### src/hdl/assert_macros.svh
// Assertion macros shared by the RTL of the cubic bisection root finder.
// Depends on nothing; the using module supplies clk_i and rst_ni.
`ifndef ASSERT_MACROS_SVH
`define ASSERT_MACROS_SVH
`ifndef SYNTHESIS
`define CBR_ASSERT(lbl, prop) \
  lbl: assert property (@(posedge clk_i) disable iff (!rst_ni) (prop)) \
    else $error("assertion failed");
`define CBR_NEVER(lbl, expr) \
  lbl: assert property (@(posedge clk_i) disable iff (!rst_ni) !(expr)) \
    else $error("forbidden condition seen");
`else
`define CBR_ASSERT(lbl, prop)
`define CBR_NEVER(lbl, expr)
`endif
`endif

### src/hdl/cbr_pkg.sv
// Package of the cubic bisection root finder: widths, codes and word types.
// Depends on nothing.
package cbr_pkg;
  localparam int DATA_WIDTH = 32;
  localparam int FRAC_BITS = 16;
  localparam int LIMB_W = 32;
  localparam int NLIMB = 5;
  localparam int ACC_W = LIMB_W * NLIMB;
  localparam int NUM_W = DATA_WIDTH + 7;
  localparam int REM_W = 2 * DATA_WIDTH;
  localparam int IT_W = 7;
  localparam logic [IT_W-1:0] CAP_MAX = IT_W'(64);

  localparam logic [2:0] CFG_COEF_CONST = 3'd0;
  localparam logic [2:0] CFG_COEF_LINEAR = 3'd1;
  localparam logic [2:0] CFG_COEF_SQUARE = 3'd2;
  localparam logic [2:0] CFG_COEF_CUBE = 3'd3;
  localparam logic [2:0] CFG_TOLERANCE = 3'd4;
  localparam logic [2:0] CFG_MAX_ITER = 3'd5;

  typedef enum logic [1:0] {
    STAT_CONVERGED = 2'd0,
    STAT_EXACT = 2'd1,
    STAT_NO_ROOT = 2'd2,
    STAT_LIMIT = 2'd3
  } status_e;

  typedef struct packed {
    logic signed [DATA_WIDTH-1:0] lower_end;
    logic signed [DATA_WIDTH-1:0] upper_end;
  } in_word_t;

  typedef struct packed {
    logic signed [DATA_WIDTH-1:0] root;
    logic [DATA_WIDTH-1:0] error_pct;
    logic [IT_W-1:0] iterations;
    status_e status;
  } out_word_t;

  typedef struct packed {
    logic signed [DATA_WIDTH-1:0] coef_const;
    logic signed [DATA_WIDTH-1:0] coef_linear;
    logic signed [DATA_WIDTH-1:0] coef_square;
    logic signed [DATA_WIDTH-1:0] coef_cube;
  } coef_t;

  typedef struct packed {
    logic neg;
    logic zero;
  } sign_t;
endpackage

### src/hdl/cbr_cubic_sign.sv
// Exact sign of the cubic at one point, by Horner's rule on a shared
// 32x32 multiplier working one limb per cycle. Depends on cbr_pkg.
module cbr_cubic_sign (
  input  logic clk_i,
  input  logic rst_ni,
  input  logic go_i,
  input  logic signed [cbr_pkg::DATA_WIDTH-1:0] x_i,
  input  cbr_pkg::coef_t coef_i,
  output logic done_o,
  output cbr_pkg::sign_t sign_o
);
  import cbr_pkg::*;

  typedef enum logic [3:0] {
    C_IDLE = 4'b0001,
    C_MUL = 4'b0010,
    C_ADD = 4'b0100,
    C_FIN = 4'b1000
  } cstate_e;

  cstate_e state_q, state_d;
  logic [ACC_W-1:0] acc_q, acc_d, prod_q, prod_d;
  logic [2*LIMB_W-1:0] pp_q, pp_d;
  logic [LIMB_W-1:0] mag_q, mag_d;
  logic neg_q, neg_d;
  logic [2:0] cnt_q, cnt_d;
  logic [1:0] step_q, step_d;
  logic [NLIMB-1:0][LIMB_W-1:0] limbs;
  logic [LIMB_W-1:0] limb;
  logic [2:0] sh;
  logic [ACC_W-1:0] pp_sh, coef_sh, prod_sel;

  function automatic logic [ACC_W-1:0] sx(input logic [DATA_WIDTH-1:0] v);
    sx = {{(ACC_W-DATA_WIDTH){v[DATA_WIDTH-1]}}, v};
  endfunction

  assign limbs = acc_q;
  assign limb = (cnt_q < 3'(NLIMB)) ? limbs[cnt_q] : '0;
  assign sh = cnt_q - 3'd1;
  assign pp_sh = ACC_W'(pp_q) << {sh, 5'b0};
  assign prod_sel = neg_q ? ~prod_q : prod_q;

  always_comb begin
    case (step_q)
      2'd0: coef_sh = sx(coef_i.coef_square) << FRAC_BITS;
      2'd1: coef_sh = sx(coef_i.coef_linear) << (2 * FRAC_BITS);
      default: coef_sh = sx(coef_i.coef_const) << (3 * FRAC_BITS);
    endcase
  end

  always_comb begin
    state_d = state_q;
    acc_d = acc_q;
    prod_d = prod_q;
    pp_d = 64'(limb) * 64'(mag_q);
    mag_d = mag_q;
    neg_d = neg_q;
    cnt_d = cnt_q;
    step_d = step_q;
    unique case (state_q)
      C_IDLE: begin
        if (go_i) begin
          acc_d = sx(coef_i.coef_cube);
          neg_d = x_i[DATA_WIDTH-1];
          mag_d = x_i[DATA_WIDTH-1] ? LIMB_W'(-x_i) : LIMB_W'(x_i);
          prod_d = '0;
          cnt_d = '0;
          step_d = '0;
          state_d = C_MUL;
        end
      end
      C_MUL: begin
        if (cnt_q != 3'd0) begin
          prod_d = prod_q + pp_sh;
        end
        cnt_d = cnt_q + 3'd1;
        if (cnt_q == 3'(NLIMB)) begin
          state_d = C_ADD;
        end
      end
      C_ADD: begin
        acc_d = prod_sel + coef_sh + ACC_W'(neg_q);
        prod_d = '0;
        cnt_d = '0;
        step_d = step_q + 2'd1;
        state_d = (step_q == 2'd2) ? C_FIN : C_MUL;
      end
      C_FIN: begin
        state_d = C_IDLE;
      end
      default: state_d = C_IDLE;
    endcase
  end

  always_ff @(posedge clk_i or negedge rst_ni) begin
    if (!rst_ni) begin
      state_q <= C_IDLE;
      cnt_q <= '0;
      step_q <= '0;
    end else begin
      state_q <= state_d;
      cnt_q <= cnt_d;
      step_q <= step_d;
    end
  end

  always_ff @(posedge clk_i) begin
    acc_q <= acc_d;
    prod_q <= prod_d;
    pp_q <= pp_d;
    mag_q <= mag_d;
    neg_q <= neg_d;
  end

  assign done_o = (state_q == C_FIN);
  assign sign_o.neg = acc_q[ACC_W-1];
  assign sign_o.zero = (acc_q == '0);
endmodule

### config.mk
export PLATFORM = sky130hd
export DESIGN_NAME = cbr_cubic_sign
export DESIGN_NICKNAME = d
export VERILOG_FILES = /design/src/hdl/assert_macros.svh /design/src/hdl/cbr_pkg.sv /design/src/hdl/cbr_cubic_sign.sv
export SDC_FILE = /design/constraint.sdc
export NUM_CORES = 2
export LEC_CHECK = 0
export BUFFER_PORTS_ARGS = -buffer_cell sky130_fd_sc_hd__buf_4
export CAP_MARGIN = 25
export CORE_MARGIN = 2
export CORE_UTILIZATION = 57
export CTS_CLUSTER_SIZE = 16
export DETAILED_ROUTE_END_ITERATION = 6
export GPL_ROUTABILITY_DRIVEN = 0
export PLACE_DENSITY = 0.77
export SETUP_SLACK_MARGIN = 0.2
export SLEW_MARGIN = 20
export SYNTH_ARGS = -nofsm -noshare
export SYNTH_HDL_FRONTEND = slang
export SYNTH_SLANG_ARGS = --single-unit
### constraint.sdc
create_clock -name clk_i -period 18.55 [get_ports clk_i]
set_input_delay 0.9275 -clock clk_i [delete_from_list [all_inputs] [get_ports clk_i]]
set_output_delay 0.9275 -clock clk_i [all_outputs]
set_load 0.005 [all_outputs]
==> summary.txt <==
io pins -> 166
first-pass GRT wire length -> 390 mm
cts hold-fix bufs -> 0
Clock Pin Slew Worst Setup and Hold Paths -> 70 ps
Overflow after GRT -> 0
GR Util All Layers -> 0.386
flops & latches, synth -> 426
CP Data Required Time -> 19090 ps
commonest non-fill, non-tap cell in the layout -> inv_1
Die H -> 365 um
Post-Syn Area -> 74200 sq um
crit-path most repeated cell -> fa_1
fmax -> 91.7 MHz
Std-Cell Rows -> 132
nature of the critical path endpoint -> flip-flop
startpoint class of the critical path -> flip-flop
WP buf/inv -> 6
die area -> 133000 sq um
wire per inst -> 25.2 um
DP Wirelength -> 204 mm
largest net degree at the start of global routing -> 156
Clock Sinks -> 426
setup violators final -> 0
Slew Limit Fails -> 0
max-cap violations -> 0
delay-heaviest family, CP -> adder cells
vias after detailed routing -> 67101
skew final -> 61.2 ps
Worst path max stage delay -> 740 ps
initial core utilization -> 0.574
share of the synthesized area in the top cell type -> 0.242
Area contributors post-synth -> fa_1, edfxtp_1, ha_1
initial antenna violation count -> 13
core box area -> 129000 sq um
DRT antenna net count -> 0
EDFF count, synth -> 353
Netlist cell types -> 98
Post CTS Setup Buffer Count -> 0
sequential fraction of the synthesis area -> 0.163
Worst Hold Class -> primary input to async pin
# port buffers -> 165
drt first pass iters -> 7
TritonCTS clock tree -> built
FF/Latch Area -> 12100 sq um
syn nets -> 10272
overall routed net length -> 258 mm
share of cells above drive strength 1 -> 0.0513
Main synth FF type -> edfxtp_1
# resized after CTS -> 0
Root Buffer Master -> clkbuf_16
DRC -> 64
largest area contributor in the netlist -> fa_1
fillers -> 10899
Relative slew margins -> 0.303
RSZ-0062 raised after global routing -> false
multi-input logic area -> 56500 sq um
ys async rst share -> 0.0211
worst skew pair latency -> 670 ps
H-tree lvl count -> 2
Mapped Cells -> 8637
vias in the first global route -> 65748
P&R area growth vs syn -> 5.55%
Total Nets Final -> 10084
Die X -> 365 um
Hold Vio Cnt, Final -> 0
Worst Path Arrival -> 11450 ps
WS Path Type -> flip-flop to flip-flop
CTS Buf Count -> 47
Synth Warn # -> 0
Tightest Pin Transition -> 1040 ps
Tmin final -> 10910 ps
Max Root-Sink Buffers -> 3
most frequent cells in the layout -> inv_1, fa_1, nand2_1
Vias/cell -> 6.55
Mapped Avg Cell Area -> 8.59 sq um
Iteration-0 DRC Markers -> 9717
crit path max-delay cell type -> nor3_2
status -> finished, violations left
setup tns final -> 0 ps
crit-path max FO -> 34
failing checks -> design-rule violations
crit share post-route -> 0.588
[layer usage]
metal / up-vias / GRT usage / part of all wire
met1: 32275 / 0.500 / 0.36
met4: 10 / 0.215 / 0.070
li1: 28690 / - / -
met2: 5011 / 0.555 / 0.41
met3: 1115 / 0.144 / 0.16
met5: - / 0 / 0.00026
[worst paths after layout]
check	from	to	slack, ps	depth (start not counted)
min reg2reg	step_q[1]	step_q[1]	620	2
max reg2reg	cnt_q[2]	pp_q[62]	7640	30
min in group clk_i	go_i	state_q[1]	520	3
min	rst_ni	step_q[0]	80	1
max in group asynchronous	rst_ni	state_q[0]	18250	1
max	cnt_q[2]	pp_q[62]	7640	30
[state kept, by name, indices dropped and copies added (netlist names)]
register	flops
step_q	2
acc_q	160
mag_q	32
cnt_q	3
state_q	4
neg_q	1
pp_q	64
prod_q	160
[cells by family after synthesis]
kind of cell / Yosys count / share of synthesized area
DFF: 426 / 0.163
xor gates and xnor gates: 540 / 0.0637
buffers and inverters: 1502 / 0.0762
adders and majority gates: 1472 / 0.339
AOI/OAI and AO/OA: 1911 / 0.162
and+or+nand+nor: 2716 / 0.180
muxes: 70 / 0.0150
[cell usage after synthesis, drive strengths merged, types with 28 or more instances]
library cell	instances
dfxtp	64
xnor2	261
a21o	173
mux4	32
a31oi	59
o21a	65
nand2b	32
nor4	65
buf	38
nor2	546
nand3	70
nand4	179
a21oi	590
ha	575
nand2	862
xor2	279
o31ai	38
o21ai	501
nor2b	28
a211oi	37
or3	33
inv	1007
and2	662
edfxtp	353
clkbuf	456
o21bai	127
a22o	111
fa	897
a21boi	30
and3	52
mux2i	37
nor3	101
[cell type report]
| type | count | share of cell area |
|---|---|---|
| antenna | 10 | 0.000320 |
| clock buffer | 62 | 0.0163 |
| tap | 1742 | 0.0278 |
| multi-input combinational | 6709 | 0.721 |
| timing repair buffer | 257 | 0.0257 |
| sequential | 426 | 0.155 |
| inverter | 1008 | 0.0483 |
| clock inverter | 25 | 0.00570 |
[metrics by stage]
stage,instance area (sq um),setup WS (ps),std cells,hold WS [ps],utilization
finish,78300,7640,10239,76.0,0.606
global route,78300,7300,10231,92.0,0.605
CTS,78300,7890,10228,80.0,0.605
detailed placement,76600,8000,10141,600,0.592
global placement,76500,8260,10137,570,0.591
floorplan,74200,7900,8637,506,-
Power is not shown: default switching activity piles up to over one toggle a cycle in this logic, so the estimate is an artifact.
