--- src/hdl/assert_macros.svh ---
// Assertion macros shared by the RTL of the cubic bisection root finder.
// Depends on nothing; the using module supplies clk_i and rst_ni.
`ifndef ASSERT_MACROS_SVH
`define ASSERT_MACROS_SVH
`ifndef SYNTHESIS
`define CBR_ASSERT(lbl, prop) \
  lbl: assert property (@(posedge clk_i) disable iff (!rst_ni) (prop)) \
    else $error("assertion failed");
`define CBR_NEVER(lbl, expr) \
  lbl: assert property (@(posedge clk_i) disable iff (!rst_ni) !(expr)) \
    else $error("forbidden condition seen");
`else
`define CBR_ASSERT(lbl, prop)
`define CBR_NEVER(lbl, expr)
`endif
`endif

--- src/hdl/cbr_pkg.sv ---
// Package of the cubic bisection root finder: widths, codes and word types.
// Depends on nothing.
package cbr_pkg;
  localparam int DATA_WIDTH = 32;
  localparam int FRAC_BITS = 16;
  localparam int LIMB_W = 32;
  localparam int NLIMB = 5;
  localparam int ACC_W = LIMB_W * NLIMB;
  localparam int NUM_W = DATA_WIDTH + 7;
  localparam int REM_W = 2 * DATA_WIDTH;
  localparam int IT_W = 7;
  localparam logic [IT_W-1:0] CAP_MAX = IT_W'(64);

  localparam logic [2:0] CFG_COEF_CONST = 3'd0;
  localparam logic [2:0] CFG_COEF_LINEAR = 3'd1;
  localparam logic [2:0] CFG_COEF_SQUARE = 3'd2;
  localparam logic [2:0] CFG_COEF_CUBE = 3'd3;
  localparam logic [2:0] CFG_TOLERANCE = 3'd4;
  localparam logic [2:0] CFG_MAX_ITER = 3'd5;

  typedef enum logic [1:0] {
    STAT_CONVERGED = 2'd0,
    STAT_EXACT = 2'd1,
    STAT_NO_ROOT = 2'd2,
    STAT_LIMIT = 2'd3
  } status_e;

  typedef struct packed {
    logic signed [DATA_WIDTH-1:0] lower_end;
    logic signed [DATA_WIDTH-1:0] upper_end;
  } in_word_t;

  typedef struct packed {
    logic signed [DATA_WIDTH-1:0] root;
    logic [DATA_WIDTH-1:0] error_pct;
    logic [IT_W-1:0] iterations;
    status_e status;
  } out_word_t;

  typedef struct packed {
    logic signed [DATA_WIDTH-1:0] coef_const;
    logic signed [DATA_WIDTH-1:0] coef_linear;
    logic signed [DATA_WIDTH-1:0] coef_square;
    logic signed [DATA_WIDTH-1:0] coef_cube;
  } coef_t;

  typedef struct packed {
    logic neg;
    logic zero;
  } sign_t;
endpackage

--- src/hdl/cbr_rel_error.sv ---
// Relative percent change of the midpoint, |c - prev| * 100 / |c| in
// fixed point, by restoring division one bit per cycle. Depends on cbr_pkg.
module cbr_rel_error (
  input  logic clk_i,
  input  logic rst_ni,
  input  logic go_i,
  input  logic signed [cbr_pkg::DATA_WIDTH-1:0] c_i,
  input  logic signed [cbr_pkg::DATA_WIDTH-1:0] prev_i,
  output logic done_o,
  output logic [cbr_pkg::DATA_WIDTH-1:0] err_o
);
  import cbr_pkg::*;

  localparam int CNT_W = $clog2(DATA_WIDTH);

  typedef enum logic [4:0] {
    D_IDLE = 5'b00001,
    D_LOAD = 5'b00010,
    D_CHK = 5'b00100,
    D_RUN = 5'b01000,
    D_FIN = 5'b10000
  } dstate_e;

  dstate_e state_q, state_d;
  logic [DATA_WIDTH-1:0] den_q, den_d, q_q, q_d;
  logic [NUM_W-1:0] num_q, num_d;
  logic [REM_W-1:0] rem_q, rem_d, dv_q, dv_d;
  logic [CNT_W-1:0] cnt_q, cnt_d;
  logic [DATA_WIDTH:0] diff;
  logic [DATA_WIDTH-1:0] diff_mag;
  logic [NUM_W-1:0] dx;
  logic ge;

  assign diff = {c_i[DATA_WIDTH-1], c_i} - {prev_i[DATA_WIDTH-1], prev_i};
  assign diff_mag = diff[DATA_WIDTH] ? DATA_WIDTH'(-diff) : DATA_WIDTH'(diff);
  assign dx = NUM_W'(diff_mag);
  assign ge = (rem_q >= dv_q);

  always_comb begin
    state_d = state_q;
    den_d = den_q;
    num_d = num_q;
    rem_d = rem_q;
    dv_d = dv_q;
    q_d = q_q;
    cnt_d = cnt_q;
    unique case (state_q)
      D_IDLE: begin
        if (go_i) begin
          state_d = D_LOAD;
        end
      end
      D_LOAD: begin
        den_d = c_i[DATA_WIDTH-1] ? DATA_WIDTH'(-c_i) : DATA_WIDTH'(c_i);
        num_d = (dx << 6) + (dx << 5) + (dx << 2);
        state_d = D_CHK;
      end
      D_CHK: begin
        if ((den_q == '0) ||
            (REM_W'(num_q) >= (REM_W'(den_q) << (DATA_WIDTH - FRAC_BITS)))) begin
          q_d = '1;
          state_d = D_FIN;
        end else begin
          rem_d = REM_W'(num_q) << FRAC_BITS;
          dv_d = REM_W'(den_q) << (DATA_WIDTH - 1);
          q_d = '0;
          cnt_d = '0;
          state_d = D_RUN;
        end
      end
      D_RUN: begin
        if (ge) begin
          rem_d = rem_q - dv_q;
        end
        q_d = {q_q[DATA_WIDTH-2:0], ge};
        dv_d = dv_q >> 1;
        cnt_d = cnt_q + 1'b1;
        if (cnt_q == CNT_W'(DATA_WIDTH - 1)) begin
          state_d = D_FIN;
        end
      end
      D_FIN: begin
        state_d = D_IDLE;
      end
      default: state_d = D_IDLE;
    endcase
  end

  always_ff @(posedge clk_i or negedge rst_ni) begin
    if (!rst_ni) begin
      state_q <= D_IDLE;
      cnt_q <= '0;
    end else begin
      state_q <= state_d;
      cnt_q <= cnt_d;
    end
  end

  always_ff @(posedge clk_i) begin
    den_q <= den_d;
    num_q <= num_d;
    rem_q <= rem_d;
    dv_q <= dv_d;
    q_q <= q_d;
  end

  assign done_o = (state_q == D_FIN);
  assign err_o = q_q;
endmodule
--- config.mk ---
export PLATFORM = sky130hd
export DESIGN_NAME = cbr_rel_error
export DESIGN_NICKNAME = d
export VERILOG_FILES = /design/src/hdl/assert_macros.svh /design/src/hdl/cbr_pkg.sv /design/src/hdl/cbr_rel_error.sv
export SDC_FILE = /design/constraint.sdc
export NUM_CORES = 1
export LEC_CHECK = 0
export BUFFER_PORTS_ARGS = -buffer_cell sky130_fd_sc_hd__buf_2
export CAP_MARGIN = 20
export CORE_ASPECT_RATIO = 1.5
export CORE_MARGIN = 2
export CORE_UTILIZATION = 60
export DETAILED_ROUTE_END_ITERATION = 7
export GPL_ROUTABILITY_DRIVEN = 0
export PLACE_DENSITY = 0.76
export SYNTH_ARGS = -nofsm -noshare
export SYNTH_HDL_FRONTEND = slang
export SYNTH_SLANG_ARGS = --single-unit
--- constraint.sdc ---
create_clock -name clk_i -period 8.85 [get_ports clk_i]
set_input_delay 1.3275 -clock clk_i [delete_from_list [all_inputs] [get_ports clk_i]]
set_output_delay 1.3275 -clock clk_i [all_outputs]
set_load 0.02 [all_outputs]
==> results.txt <==
----------------------------------------------------
[Run status]
  Result of the run ... finished clean

[Synthesis]
  Post-synthesis share of cell area spent on full adders, half adders and majority gates ... between 10% and 20%
  Simple logic cell fraction of the synthesized area ... approximately 16%
  Compound-gate portion of the synthesized area ... a little over a fifth
  Number of enable flip-flop cells after synthesis ... roughly 230
  Most instantiated cells after synthesis ... sky130_fd_sc_hd__edfxtp_1, sky130_fd_sc_hd__nand2_1, sky130_fd_sc_hd__inv_1
  Cells after synthesis ... 2054
  #FFs+latches synth ... between 200 and 250
  Xor and xnor area share after synthesis ... under 10%
  Synth unique cells ... 99
  Combinational family with the most area after synthesis ... compound AO/OA/AOI/OAI gates
  Sequential fraction of the synthesis area ... 37.3%
  Primary FF master, synth ... sky130_fd_sc_hd__edfxtp_1
  Mean post-synth cell area ... between 9 and 10 um2
  Synth area leader ... sky130_fd_sc_hd__edfxtp_1
  Async S/R FF share, synth ... 4.20%
  Most used standard cell by instance count after synthesis ... sky130_fd_sc_hd__edfxtp_1
  Netlist area before placement ... around 19000 um2
  Proportion of synthesized area in mux cells ... 0.164%
  Nets in the synthesized netlist ... between 2000 and 2500
  Area share of the largest cell type after synthesis ... 36.0%
  Count of synthesis-stage warnings from yosys ... 0
  Top cells by area in the synthesized netlist ... sky130_fd_sc_hd__edfxtp_1, sky130_fd_sc_hd__ha_1, sky130_fd_sc_hd__xnor2_1, sky130_fd_sc_hd__o21ai_0, sky130_fd_sc_hd__a21o_1

[Worst hold path]
  Path category of the worst min-delay check ... flip-flop to flip-flop
  Hold path start ... state_q[4]
  Hold Crit Depth ... 1
  Endpoint, Worst Hold ... state_q[2]

[Floorplanning]
  Die extent in y ... roughly 220 um
  Die footprint ... approximately 33000 um2
  Core area ... 31100 um2
  Top-level I/O count ... 100
  Starting utilization of the core area ... 61.2%
  Number of rows created at floorplan ... 79
  Horizontal extent of the die ... between 100 and 150 um

[Worst setup path]
  Category of the critical setup timing path ... primary input to flip-flop
  Required @ worst endpoint ... between 9 and 10 ns
  Depth of the most critical reg-to-reg path ... 14
  Reg2reg end ... rem_q[60]
  Category of the worst setup path launch point ... primary input
  Highest fanout seen on the critical path ... 9
  Data arrival time at the worst-slack endpoint ... around 8.4 ns
  Critical R2R Launch ... den_q[1]
  Flop-to-flop setup slack ... between 3 and 4 ns
  Type of destination of the critical path ... flip-flop

[STA]
  Final hold violation count ... 0
  Setup slack of the critical path after layout ... around 0.7 ns
  Summed negative setup slack over all endpoints ... 0 ns
  Worst-Margin Slew ... between 1 and 1.5 ns
  Relative slew slack ... approximately 28%
  Worst Clk Skew ... 0.0145 ns
  # setup viols final ... 0
  Max Clock Freq ... roughly 120 MHz
  Final number of max-transition violations ... 0
  RSZ-0062 raised after global routing ... false
  Minimum hold slack ... ~0.53 ns
  Final period demand of the worst path ... ~8.1 ns
  Post-route fraction of the period consumed by the critical path ... 92.1%

[Finish]
  Ant diodes ... 0
  Number of standard cells in the final layout excluding fillers ... between 2000 and 3000
  Net total in the final layout ... roughly 2400
  Layout cell share with drive strength beyond 1 ... 9.90%
  Signed area change from the synthesized netlist to the final layout ... 8.59%
  Post-layout utilization of the core ... between 60 and 70%

[Clocking]
  TritonCTS clock tree ... built
  Total setup buffers inserted after CTS ... 0
  Clock root cell ... sky130_fd_sc_hd__clkbuf_16
  Hold Buf Count CTS ... 0
  Skew-Pair Late Insertion Delay ... ~0.52 ns
  Clock transition at the registers of the reported paths ... approximately 0.06 ns
  Post-CTS resize count ... 0
  Number of buffers created by CTS ... 23
  Buffers from clock root to sink, at most ... 3
  Clock tree sinks ... 238
  CTS HTree Levels ... 1

[Global route]
  Wire length of the first global-routing pass ... around 72000 um
  Antenna violations before repair ... 0
  Number of global-route vias before repair ... 15600
  Maximum number of pins on one net before global-route repair ... 97
  Grt total ovfl ... 0
  Overall routing resource usage ... around a quarter

[Power]
  Maximum vdd drop ... 0.172 mV
  Leakage component of the power ... about 9 nW
  Power density normalized to cell area ... approximately 280 nW/um2

[Detailed routing]
  Number of vias after detailed routing ... 15600
  Detailed Route Iter0 Violations ... ~970
  Post-Route WL ... approximately 44000 um
  WL/cell ... 17.3 um
  Detailed-route DRC error count ... 0
  Residual antenna-violating net count after detailed routing ... 0
  Mean number of vias per cell ... slightly above 6
  Number of detailed-route iterations in the first pass ... 6

[Placement]
  Worst setup slack before clock tree synthesis ... around 0.32 ns
  Total instance count after detailed placement ... approximately 2500
  HPWL after DPL ... 34400 um
  Number of port buffers ... 99

[Run]
  Maximum capacitance violations ... 0

----------------------------------------------------
==> how the worst max path moves through the flow <==
stage | start | end | slack (ns) | cells after the start
after floorplan | c_i[0] | num_q[37] | 0.83 | 29
after global placement | c_i[0] | num_q[37] | 0.53 | 28
after detailed placement | c_i[0] | num_q[37] | 0.32 | 28
after CTS | c_i[0] | num_q[37] | 0.82 | 28
after global routing | c_i[0] | num_q[37] | 0.36 | 30
final | c_i[0] | num_q[37] | 0.70 | 28
==> state kept, by name, summed over array words and instances (netlist names) <==
register  count
dv_q         63
num_q        37
state_q       5
den_q        32
cnt_q         5
rem_q        64
err_o        32
==> cell type report <==
class | count | area, um2
Clock buffer | 28 | 604
Multi-Input combinational cell | 1567 | 11000
Fill cell | 2536 | 10500
Tap cell | 405 | 507
Inverter | 183 | 687
Clock inverter | 13 | 111
Sequential cell | 238 | 7100
Timing Repair Buffer | 122 | 676
==> critical path, stage by stage <==
cell,delay (ns)
sky130_fd_sc_hd__buf_2,0.09
sky130_fd_sc_hd__inv_1,0.05
sky130_fd_sc_hd__ha_1,0.23
sky130_fd_sc_hd__fa_1,0.41
sky130_fd_sc_hd__nand2b_1,0.18
sky130_fd_sc_hd__a21oi_1,0.31
sky130_fd_sc_hd__a21oi_2,0.16
sky130_fd_sc_hd__a21oi_1,0.38
sky130_fd_sc_hd__o21ai_0,0.23
sky130_fd_sc_hd__o211ai_1,0.25
sky130_fd_sc_hd__nand2_1,0.07
sky130_fd_sc_hd__nand2_1,0.35
sky130_fd_sc_hd__nor2_1,0.11
sky130_fd_sc_hd__xnor2_1,0.37
sky130_fd_sc_hd__fa_1,0.50
sky130_fd_sc_hd__ha_1,0.35
sky130_fd_sc_hd__a211oi_1,0.30
sky130_fd_sc_hd__o211ai_1,0.14
sky130_fd_sc_hd__and4_1,0.23
sky130_fd_sc_hd__o21a_1,0.20
sky130_fd_sc_hd__o41ai_1,0.35
sky130_fd_sc_hd__buf_4,0.19
sky130_fd_sc_hd__o21ai_0,0.20
sky130_fd_sc_hd__a221o_1,0.44
sky130_fd_sc_hd__a2111oi_1,0.51
sky130_fd_sc_hd__o21bai_1,0.14
sky130_fd_sc_hd__a21o_1,0.20
sky130_fd_sc_hd__xor2_1,0.14
==> through the flow <==
step / total power [mW] / area, um2
3_5_place_dp: 4.73 / 20000
2_1_floorplan: 4.05 / 19000
6_report: 5.70 / 20700
5_1_grt: 6.12 / 20700
3_3_place_gp: 4.62 / 19900
4_1_cts: 5.70 / 20700
==> power by group <==
| group | switching, mW | leakage (nW) | internal (mW) |
|---|---|---|---|
| clock | 0.429 | 0.347 | 0.520 |
| sequential | 0.0754 | 2.24 | 1.58 |
| combinational | 1.76 | 6.43 | 1.34 |
| total | 2.26 | 9.02 | 3.44 |
==> placed cells by master, fill, tap and decap left out, drive strengths merged, types with 10 or more instances in the layout <==
cell type  netlist  final
a211o           10     10
a211oi          15     15
a21o           107    107
a21oi          130    130
a31oi           16     16
and2            18     18
and3            15     15
buf              7    122
clkbuf          59     28
clkinv           0     11
edfxtp         228    228
fa              19     19
ha             171    171
inv            183    183
nand2          197    197
nand2b          28     28
nand3           43     43
nand4           28     28
nor2           139    139
nor2b           17     17
nor3            41     41
nor3b           11     11
nor4            13     13
o211ai          20     20
o21a            18     18
o21ai          165    165
o21bai          17     17
o31ai           18     18
o41ai           10     10
or2             11     11
or3             18     18
xnor2          110    110
xor2            56     56
==> per-layer routing <==
| layer | wire length, um | part of all wire (%) | global-route usage (%) | vias to the layer above |
|---|---|---|---|---|
| met1 | 17300 | 39 | 29.1 | 7346 |
| met2 | 23600 | 53 | 50.5 | 471 |
| met5 | 0 | 0 | 0 | - |
| met4 | 1810 | 4.1 | 11.4 | 0 |
| met3 | 1540 | 3.5 | 1.75 | 132 |
| li1 | - | - | - | 7628 |
==> cell families (layout without fill, tap and decap cells) <==
group | count (synthesis) | count (layout)
buffers and inverters | 249 | 346
AOI/OAI and AO/OA | 602 | 602
DFF | 238 | 238
and+or+nand+nor | 606 | 606
adders and majority gates | 190 | 190
xor gates and xnor gates | 166 | 166
muxes | 3 | 3
Note: power is estimated with default switching activity, not from simulation.
